File: src/hdl/hwr_pkg.sv
// Shared constants and types for the hue wheel to RGB converter.
`default_nettype none

package hwr_pkg;

    // Port widths
    localparam int HUE_W = 16;
    localparam int SAT_W = 11;
    localparam int BRT_W = 9;
    localparam int CH_W  = 8;

    // Pipeline register stages of the top level
    localparam int STAGES = 7;

    // Fixed point for saturation and brightness
    localparam int FRAC_BITS = 8;
    localparam int ONE       = 1 << FRAC_BITS;

    // Hue geometry, 1/16 degree units
    localparam int FULL_TURN   = 5760;
    localparam int SECTOR_SPAN = 960;
    localparam int SPAN_SHIFT  = 6;              // 960 = 15 << 6
    localparam int HUE_BIAS    = 6 * FULL_TURN;  // lifts any 16-bit hue above zero
    localparam int X_W         = 17;             // biased hue width
    localparam int OFF_W       = 10;             // sector offset, 0..959
    localparam int Q_W         = 7;              // biased hue / 960, 1..70
    localparam int Q6_W        = 4;              // that quotient / 6

    // Reciprocals: y/15 as (y*4370)>>16 for y < 4681, q/6 as (q*43)>>8 for q <= 70
    localparam int RECIP15_W     = 13;
    localparam int RECIP15       = 4370;
    localparam int RECIP15_SHIFT = 16;
    localparam int RECIP6_W      = 6;
    localparam int RECIP6        = 43;
    localparam int RECIP6_SHIFT  = 8;

    // Channel arithmetic: 255*S*I / (960*ONE*ONE) = 17*S*I >> (2*FRAC_BITS + 6)
    localparam int INNER_W   = 18;
    localparam int PROD_W    = INNER_W + BRT_W;
    localparam int SCALED_W  = PROD_W + 5;
    localparam int OUT_SHIFT = 2 * FRAC_BITS + SPAN_SHIFT;
    localparam int CH_MAX    = 255;

    localparam logic [CH_W-1:0] OPAQUE = 8'd255;

    // 60-degree sectors of the hue wheel
    typedef enum logic [2:0] {
        SECT_RED_YELLOW    = 3'd0,
        SECT_YELLOW_GREEN  = 3'd1,
        SECT_GREEN_CYAN    = 3'd2,
        SECT_CYAN_BLUE     = 3'd3,
        SECT_BLUE_MAGENTA  = 3'd4,
        SECT_MAGENTA_RED   = 3'd5
    } hue_sector_t;

    // Per-stage load enables for the hue front end
    typedef struct packed {
        logic s1;
        logic s2;
        logic s3;
        logic s4;
    } hue_adv_t;

endpackage

`default_nettype wire

File: src/hdl/hwr_hue_pipe.sv
// Hue front end: wraps the hue angle, finds its sector and the ramp weight.
`default_nettype none

module hwr_hue_pipe (
    input  wire logic                            clk,
    input  wire hwr_pkg::hue_adv_t               adv,
    input  wire logic signed [hwr_pkg::HUE_W-1:0] hue_angle,
    output hwr_pkg::hue_sector_t                 sector,
    output logic [hwr_pkg::OFF_W-1:0]            ramp_weight
);

    logic [hwr_pkg::X_W-1:0]  x1_reg;
    logic [hwr_pkg::X_W-1:0]  x2_reg;
    logic [hwr_pkg::Q_W-1:0]  q2_reg;
    logic [hwr_pkg::Q_W-1:0]  q3_reg;
    logic [hwr_pkg::Q6_W-1:0] q6_reg;
    logic [hwr_pkg::OFF_W-1:0] off_reg;
    hwr_pkg::hue_sector_t      sector_reg;
    logic [hwr_pkg::OFF_W-1:0] weight_reg;

    logic [hwr_pkg::X_W-1:0]  x1_next;
    logic [hwr_pkg::X_W+hwr_pkg::RECIP15_W-hwr_pkg::SPAN_SHIFT-1:0] q_prod;
    logic [hwr_pkg::Q_W-1:0]  q2_next;
    logic [hwr_pkg::X_W-1:0]  q_span;
    logic [hwr_pkg::X_W-1:0]  off_full;
    logic [hwr_pkg::Q_W+hwr_pkg::RECIP6_W-1:0] q6_prod;
    logic [hwr_pkg::Q6_W-1:0] q6_next;
    logic [hwr_pkg::Q_W-1:0]  sect_full;
    logic [2:0]               sector_next;
    logic [hwr_pkg::OFF_W-1:0] weight_next;

    // Stage 1: bias the signed hue into a positive 17-bit value (modulo 2^17)
    assign x1_next = {hue_angle[hwr_pkg::HUE_W-1], hue_angle}
                   + hwr_pkg::X_W'(hwr_pkg::HUE_BIAS);

    // Stage 2: quotient by the sector span, (x >> 6) / 15 by reciprocal
    assign q_prod  = (hwr_pkg::X_W+hwr_pkg::RECIP15_W-hwr_pkg::SPAN_SHIFT)'(
                         x1_reg[hwr_pkg::X_W-1:hwr_pkg::SPAN_SHIFT])
                   * (hwr_pkg::X_W+hwr_pkg::RECIP15_W-hwr_pkg::SPAN_SHIFT)'(hwr_pkg::RECIP15);
    assign q2_next = q_prod[hwr_pkg::RECIP15_SHIFT +: hwr_pkg::Q_W];

    // Stage 3: offset inside the sector, and quotient by six turns
    assign q_span   = (hwr_pkg::X_W)'(q2_reg) * (hwr_pkg::X_W)'(hwr_pkg::SECTOR_SPAN);
    assign off_full = x2_reg - q_span;
    assign q6_prod  = (hwr_pkg::Q_W+hwr_pkg::RECIP6_W)'(q2_reg)
                    * (hwr_pkg::Q_W+hwr_pkg::RECIP6_W)'(hwr_pkg::RECIP6);
    assign q6_next  = q6_prod[hwr_pkg::RECIP6_SHIFT +: hwr_pkg::Q6_W];

    // Stage 4: sector number, ramp weight falls across odd sectors
    assign sect_full   = q3_reg - hwr_pkg::Q_W'(q6_reg) * hwr_pkg::Q_W'(3'd6);
    assign sector_next = sect_full[2:0];
    assign weight_next = sector_next[0]
                       ? hwr_pkg::OFF_W'(hwr_pkg::SECTOR_SPAN) - off_reg
                       : off_reg;

    always_ff @(posedge clk)
    begin
        if (adv.s1)
        begin
            x1_reg <= x1_next;
        end
        if (adv.s2)
        begin
            x2_reg <= x1_reg;
            q2_reg <= q2_next;
        end
        if (adv.s3)
        begin
            off_reg <= off_full[hwr_pkg::OFF_W-1:0];
            q3_reg  <= q2_reg;
            q6_reg  <= q6_next;
        end
        if (adv.s4)
        begin
            sector_reg <= hwr_pkg::hue_sector_t'(sector_next);
            weight_reg <= weight_next;
        end
    end

    assign sector      = sector_reg;
    assign ramp_weight = weight_reg;

endmodule

`default_nettype wire

File: src/hdl/hue_wheel_to_rgb.sv
// Top level: pipelined hue / saturation / brightness to 8-bit RGBA converter.
//
//   channel | handshake            | payload
//   --------+----------------------+--------------------------------------------
//   hsv     | hsv_valid, hsv_stall | hue_angle[15:0] s, saturation[10:0] s,
//           |                      | brightness[8:0]
//   rgb     | rgb_valid, rgb_stall | red, green, blue, alpha (8 bits each)
//
// Seven register stages; one transfer per clock on each side when nothing stalls.
// A result moves from stage to stage as each advances and leaves from stage 7,
// whose valid bit drives rgb_valid.
// Each stage loads when it is empty or the stage after it moves, so bubbles
// close up and a stalled result holds while earlier stages keep filling.
// Reset clears only the stage valid bits.
`default_nettype none

module hue_wheel_to_rgb (
    input  wire logic                             clk,
    input  wire logic                             rst_n,
    input  wire logic                             hsv_valid,
    output logic                                  hsv_stall,
    input  wire logic signed [hwr_pkg::HUE_W-1:0] hue_angle,
    input  wire logic signed [hwr_pkg::SAT_W-1:0] saturation,
    input  wire logic [hwr_pkg::BRT_W-1:0]        brightness,
    output logic                                  rgb_valid,
    input  wire logic                             rgb_stall,
    output logic [hwr_pkg::CH_W-1:0]              red,
    output logic [hwr_pkg::CH_W-1:0]              green,
    output logic [hwr_pkg::CH_W-1:0]              blue,
    output logic [hwr_pkg::CH_W-1:0]              alpha
);

    logic [hwr_pkg::STAGES:1] vld_reg;
    logic [hwr_pkg::STAGES:1] adv;
    hwr_pkg::hue_adv_t hue_adv;

    // saturation and brightness travel alongside the hue front end
    logic [hwr_pkg::BRT_W-1:0] r_reg  [1:4];
    logic [hwr_pkg::BRT_W-1:0] s_reg  [1:5];
    logic [hwr_pkg::BRT_W-1:0] r_next;
    logic [hwr_pkg::BRT_W-1:0] s_next;

    hwr_pkg::hue_sector_t      sector4;
    logic [hwr_pkg::OFF_W-1:0] weight4;
    hwr_pkg::hue_sector_t      sector_reg [5:6];

    logic [hwr_pkg::INNER_W-1:0] ramp_in_reg;
    logic [hwr_pkg::INNER_W-1:0] min_in_reg;
    logic [hwr_pkg::BRT_W-1:0]   m_dif;
    logic [hwr_pkg::INNER_W-1:0] min_in_next;
    logic [hwr_pkg::INNER_W-1:0] ramp_in_next;

    logic [hwr_pkg::PROD_W-1:0]  ramp_prod_reg;
    logic [hwr_pkg::PROD_W-1:0]  min_prod_reg;
    logic [hwr_pkg::CH_W-1:0]    dom_reg;
    logic [hwr_pkg::BRT_W+hwr_pkg::CH_W-1:0] dom_full;

    logic [hwr_pkg::SCALED_W-1:0] ramp_scaled;
    logic [hwr_pkg::SCALED_W-1:0] min_scaled;
    logic [hwr_pkg::CH_W-1:0]     ramp_ch;
    logic [hwr_pkg::CH_W-1:0]     min_ch;
    logic [hwr_pkg::CH_W-1:0]     red_next;
    logic [hwr_pkg::CH_W-1:0]     green_next;
    logic [hwr_pkg::CH_W-1:0]     blue_next;
    logic [hwr_pkg::CH_W-1:0]     red_reg;
    logic [hwr_pkg::CH_W-1:0]     green_reg;
    logic [hwr_pkg::CH_W-1:0]     blue_reg;

    // Stage advance: load when empty or when the next stage moves
    always_comb
    begin
        adv[hwr_pkg::STAGES] = !vld_reg[hwr_pkg::STAGES] || !rgb_stall;
        for (int k = hwr_pkg::STAGES - 1; k >= 1; k--)
        begin
            adv[k] = !vld_reg[k] || adv[k+1];
        end
    end

    assign hsv_stall = !adv[1];
    assign hue_adv   = '{s1: adv[1], s2: adv[2], s3: adv[3], s4: adv[4]};

    always_ff @(posedge clk or negedge rst_n)
    begin
        if (!rst_n)
        begin
            vld_reg <= '0;
        end
        else
        begin
            if (adv[1])
            begin
                vld_reg[1] <= hsv_valid;
            end
            for (int k = 2; k <= hwr_pkg::STAGES; k++)
            begin
                if (adv[k])
                begin
                    vld_reg[k] <= vld_reg[k-1];
                end
            end
        end
    end

    // Hue wrap, sector and ramp weight (stages 1 to 4)
    hwr_hue_pipe u_hue (
        .clk         (clk),
        .adv         (hue_adv),
        .hue_angle   (hue_angle),
        .sector      (sector4),
        .ramp_weight (weight4)
    );

    // Stage 1: clamp saturation to 0..ONE and brightness to at most ONE
    always_comb
    begin
        if (saturation[hwr_pkg::SAT_W-1])
        begin
            r_next = '0;
        end
        else if (saturation[hwr_pkg::SAT_W-2:0] > (hwr_pkg::SAT_W-1)'(hwr_pkg::ONE))
        begin
            r_next = hwr_pkg::BRT_W'(hwr_pkg::ONE);
        end
        else
        begin
            r_next = saturation[hwr_pkg::BRT_W-1:0];
        end
        s_next = (brightness > hwr_pkg::BRT_W'(hwr_pkg::ONE))
               ? hwr_pkg::BRT_W'(hwr_pkg::ONE) : brightness;
    end

    // Stage 5: inner sums, 960*(ONE-R) + D*R and 960*(ONE-R)
    assign m_dif        = hwr_pkg::BRT_W'(hwr_pkg::ONE) - r_reg[4];
    assign min_in_next  = hwr_pkg::INNER_W'(m_dif) * hwr_pkg::INNER_W'(hwr_pkg::SECTOR_SPAN);
    assign ramp_in_next = min_in_next
                        + hwr_pkg::INNER_W'(weight4) * hwr_pkg::INNER_W'(r_reg[4]);

    // Stage 6 dominant channel: 255*S >> FRAC_BITS
    assign dom_full = (hwr_pkg::BRT_W+hwr_pkg::CH_W)'(s_reg[5])
                    * (hwr_pkg::BRT_W+hwr_pkg::CH_W)'(hwr_pkg::CH_MAX);

    // Stage 7: scale by 17 and drop the fraction, then route by sector
    assign ramp_scaled = (hwr_pkg::SCALED_W'(ramp_prod_reg) << 4)
                       + hwr_pkg::SCALED_W'(ramp_prod_reg);
    assign min_scaled  = (hwr_pkg::SCALED_W'(min_prod_reg) << 4)
                       + hwr_pkg::SCALED_W'(min_prod_reg);
    assign ramp_ch     = ramp_scaled[hwr_pkg::OUT_SHIFT +: hwr_pkg::CH_W];
    assign min_ch      = min_scaled[hwr_pkg::OUT_SHIFT +: hwr_pkg::CH_W];

    always_comb
    begin
        case (sector_reg[6])
            hwr_pkg::SECT_RED_YELLOW:
            begin
                red_next = dom_reg;  green_next = ramp_ch; blue_next = min_ch;
            end
            hwr_pkg::SECT_YELLOW_GREEN:
            begin
                red_next = ramp_ch;  green_next = dom_reg; blue_next = min_ch;
            end
            hwr_pkg::SECT_GREEN_CYAN:
            begin
                red_next = min_ch;   green_next = dom_reg; blue_next = ramp_ch;
            end
            hwr_pkg::SECT_CYAN_BLUE:
            begin
                red_next = min_ch;   green_next = ramp_ch; blue_next = dom_reg;
            end
            hwr_pkg::SECT_BLUE_MAGENTA:
            begin
                red_next = ramp_ch;  green_next = min_ch;  blue_next = dom_reg;
            end
            default:
            begin
                red_next = dom_reg;  green_next = min_ch;  blue_next = ramp_ch;
            end
        endcase
    end

    // Datapath registers, no reset
    always_ff @(posedge clk)
    begin
        if (adv[1])
        begin
            r_reg[1] <= r_next;
            s_reg[1] <= s_next;
        end
        for (int k = 2; k <= 4; k++)
        begin
            if (adv[k])
            begin
                r_reg[k] <= r_reg[k-1];
            end
        end
        for (int k = 2; k <= 5; k++)
        begin
            if (adv[k])
            begin
                s_reg[k] <= s_reg[k-1];
            end
        end
        if (adv[5])
        begin
            sector_reg[5] <= sector4;
            ramp_in_reg   <= ramp_in_next;
            min_in_reg    <= min_in_next;
        end
        if (adv[6])
        begin
            sector_reg[6] <= sector_reg[5];
            ramp_prod_reg <= hwr_pkg::PROD_W'(s_reg[5]) * hwr_pkg::PROD_W'(ramp_in_reg);
            min_prod_reg  <= hwr_pkg::PROD_W'(s_reg[5]) * hwr_pkg::PROD_W'(min_in_reg);
            dom_reg       <= dom_full[hwr_pkg::FRAC_BITS +: hwr_pkg::CH_W];
        end
        if (adv[7])
        begin
            red_reg   <= red_next;
            green_reg <= green_next;
            blue_reg  <= blue_next;
        end
    end

    assign rgb_valid = vld_reg[hwr_pkg::STAGES];
    assign red       = red_reg;
    assign green     = green_reg;
    assign blue      = blue_reg;
    assign alpha     = hwr_pkg::OPAQUE;

endmodule

`default_nettype wire
File: config.mk
export PLATFORM = sky130hd
export DESIGN_NAME = hue_wheel_to_rgb
export DESIGN_NICKNAME = d
export VERILOG_FILES = /design/src/hdl/hwr_pkg.sv /design/src/hdl/hwr_hue_pipe.sv /design/src/hdl/hue_wheel_to_rgb.sv
export SDC_FILE = /design/constraint.sdc
export NUM_CORES = 1
export LEC_CHECK = 0
export BUFFER_PORTS_ARGS = -buffer_cell sky130_fd_sc_hd__buf_4
export CAP_MARGIN = 15
export CORE_ASPECT_RATIO = 2
export CORE_MARGIN = 2
export CORE_UTILIZATION = 55
export DETAILED_ROUTE_END_ITERATION = 10
export PLACE_DENSITY_LB_ADDON = 0.05
export SLEW_MARGIN = 10
export SYNTH_ARGS = -nofsm -noshare
export SYNTH_HDL_FRONTEND = slang
export SYNTH_SLANG_ARGS = --single-unit
File: constraint.sdc
create_clock -name clk -period 6.3 [get_ports clk]
set_clock_uncertainty 0.1 [all_clocks]
set_input_delay 1.575 -clock clk [delete_from_list [all_inputs] [get_ports clk]]
set_output_delay 1.575 -clock clk [all_outputs]
set_load 0.01 [all_outputs]
==> key figures <==
Setup path
  – Worst Path Max Fanout: 10
  – Buf/Inv on CP: 6
  – CP max stage cell: fa_1
  – Worst reg-to-reg setup slack: 0.50 ns
  – CP cell instances: buf_4, inv_1, ha_1, xor2_1, inv_1, ha_1, inv_1, fa_1, inv_1, ha_1, a21o_1, a21oi_2, o21bai_1, a2111oi_2, nor3_1, xnor2_1, fa_1, inv_1, ha_1, nor3_1, nor2_1, o41a_1, xnor2_1
  – Crit-path max cell delay: 0.58 ns
  – CP top delay family: adder cells
  – Crit path DAT: 6.03 ns
  – Critical path endpoint: ramp_in_reg[17]
  – Crit Path Class: flop to flop
  – CP Capture Type: flop
  – Setup crit start: r_reg[0][36]
  – CP most frequent cell: inv_1
  – Crit path depth: 23
  – Worst-case reg-to-reg path depth: 23
  – Worst path required time: 6.53 ns
  – Reg2reg end: ramp_in_reg[17]
  – Nature of the critical path startpoint: flop
  – Reg-to-Reg Start: r_reg[0][36]

Logic synthesis
  – Ys Warns: 0
  – Synth top area cells: edfxtp_1 (30%), fa_1 (24%), ha_1 (14%), inv_1 (7.4%), and2_1 (5.0%)
  – Top cells by count, synth: inv_1 (505), fa_1 (310), ha_1 (283), edfxtp_1 (259), nand2_1 (224)
  – Count of cell types in the netlist: 66
  – Cell Area, Synth: 25700 µm²
  – Post-synth top area share: 30.3%
  – Async S/R FF share, synth: 2.63%
  – Syn Inst Count: 2399
  – Register bit total from synthesis: 266
  – Sequential-to-total area share from yosys stat: 31.0%
  – Syn_area_per_cell: 10.7 µm²
  – Ys flop type: edfxtp_1
  – Yosys top cell by area: edfxtp_1
  – Most frequent cell after synthesis: inv_1
  – EDFF count, synth: 259

Placement
  – Port Buf Inserts: 65
  – HPWL after detailed placement: 42300 µm
  – Post-Place Cells: 3063
  – Gpl congestion: 0.889
  – DP Area: 26900 µm²

Clock tree
  – Worst-Skew Late Latency: 0.58 ns
  – CTS tree: built
  – Clock buffer depth: 3
  – Post-CTS resize count: 0
  – Clock-pin transition on the worst setup and hold timing paths: 0.07 ns
  – CTS H-tree depth: 1
  – Setup bufs post-CTS: 0
  – CTS root buf: clkbuf_16
  – Sink Count: 266
  – Hold-fix buffers at CTS: 0
  – CTS Buf Count: 26

GRT
  – Met3 track demand over resource: 1.69%
  – Antenna violations before repair: 0
  – GR met1 Demand/Resource: 26.4%
  – M2 GR Usage: 41.9%
  – Number of global-route vias before repair: 16716
  – GR Overflow Total: 0
  – GRT Util Overall: 22.2%
  – GRT busiest layer: met2
  – First-pass GRT wire length: 84700 µm
  – Largest net degree at the start of global routing: 59

STA
  – Worst hold slack: 0.314 ns
  – Final count of pins violating max slew: 0
  – Setup Viol. Count Final: 0
  – Fin crit period: 5.80 ns
  – Slew HR: 35.9%
  – Worst Tran Pin Value: 0.959 ns
  – Period utilization: 92.1%
  – RSZ-0062 raised after global routing: false
  – F_max: 172 MHz
  – Total Neg Setup Slack: 0 ns
  – Final Hold Fails: 0

Final layout
  – Fillers: 3990
  – Ratio of cells with drive above 1 in the final layout: 6.24%
  – Final nets: 3097
  – Final Instance Area: 27700 µm²
  – Max reg flops: 45
  – Number of diodes: 0
  – Layout area overhead: 8.13%
  – Non-Filler Instances: 3111

Die
  – Die H: 309 µm
  – Core box area: 46400 µm²
  – Die Width: 157 µm
  – Starting density of the core: 55.3%
  – I/O pins: 74
  – Rows: 112
  – Die ar.: 48500 µm²

Routing
  – DR WL/cell: 16.5 µm
  – DRC Markers: 0
  – Via density: 5.13
  – DRT Pass-1 Iters: 6
  – 1st-iter DRT viols: 605
  – Routed wire length: 51200 µm
  – Vias: 15965
  – Antenna-violating nets left: 0

Outcome
  – Status: finished clean

Flow run
  – Max_cap viols: 0

Worst hold path
  – Hold Crit Class: flop to flop
cell type report:
type,count,area (µm²),share of cell area (%)
multi-input cells,1570,15600,56.1
flip-flops and latches,266,7950,28.7
inverters,505,1900,6.83
well taps,627,785,2.83
repair buffers,95,713,2.57
clock buffers,32,673,2.43
clock inverters,16,155,0.559
worst reg2reg max path, stage by stage, from the launching register on:
cell       delay [ns]
edfxtp_1         0.52
buf_4            0.24
inv_1            0.13
ha_1             0.24
xor2_1           0.29
inv_1            0.13
ha_1             0.32
inv_1            0.06
fa_1             0.58
inv_1            0.05
ha_1             0.26
a21o_1           0.19
a21oi_2          0.17
o21bai_1         0.11
a2111oi_2        0.44
nor3_1           0.13
xnor2_1          0.18
fa_1             0.55
inv_1            0.04
ha_1             0.33
nor3_1           0.19
nor2_1           0.07
o41a_1           0.11
xnor2_1          0.12
logic make-up after synthesis:
kind of cell	Yosys count	share of synthesized area [%]
compound gates	230	5.98
xor+xnor	136	4.67
fa+ha+maj	595	38.1
buf+inv	570	8.46
flops	266	31.0
mux	3	0.122
other cells	1	0.0146
simple gates	598	11.7
metal layers:
layer | wire length [µm] | up-vias
li1 | - | 7769
met1 | 21000 | 7915
met2 | 27500 | 203
met3 | 1040 | 78
met4 | 1690 | 0
met5 | 0 | -
stage by stage:
stage	worst slack, ns	utilization [%]
6_report	0.498	59.8
5_1_grt	0.00113	59.8
4_1_cts	0.472	59.8
3_5_place_dp	0.475	58.0
3_3_place_gp	0.580	58.0
2_1_floorplan	0.566	-
worst min path at each step:
stage                               start               end  slack [ns]  cells past startpoint
after floorplan               r_reg[0][9]      r_reg[0][18]        0.30                      0
after global placement    u_hue.sector[1]  sector_reg[5][1]        0.30                      0
after detailed placement     r_reg[0][16]      r_reg[0][25]        0.30                      0
after CTS                    r_reg[0][24]      r_reg[0][33]        0.31                      0
after global routing         r_reg[0][24]      r_reg[0][33]        0.32                      0
final                        r_reg[0][18]      r_reg[0][27]        0.31                      0
placed cells by master, fill, tap and decap left out, drive strengths merged, types with 14 or more instances in the layout:
cell type,netlist,final
inv,505,507
fa,310,310
ha,283,283
edfxtp,259,259
nand2,225,225
and2,204,204
buf,10,95
xnor2,95,95
a21oi,75,75
nor2,62,62
xor2,41,41
clkbuf,55,32
o21ai,31,31
a21o,26,26
o21a,19,19
nor3,19,19
nand3,17,17
nor2b,14,14
nand2b,14,14
Power is left out: the tool's default activity adds up to more than one toggle a clock period on the data nets, which glitch-free logic cannot reach.
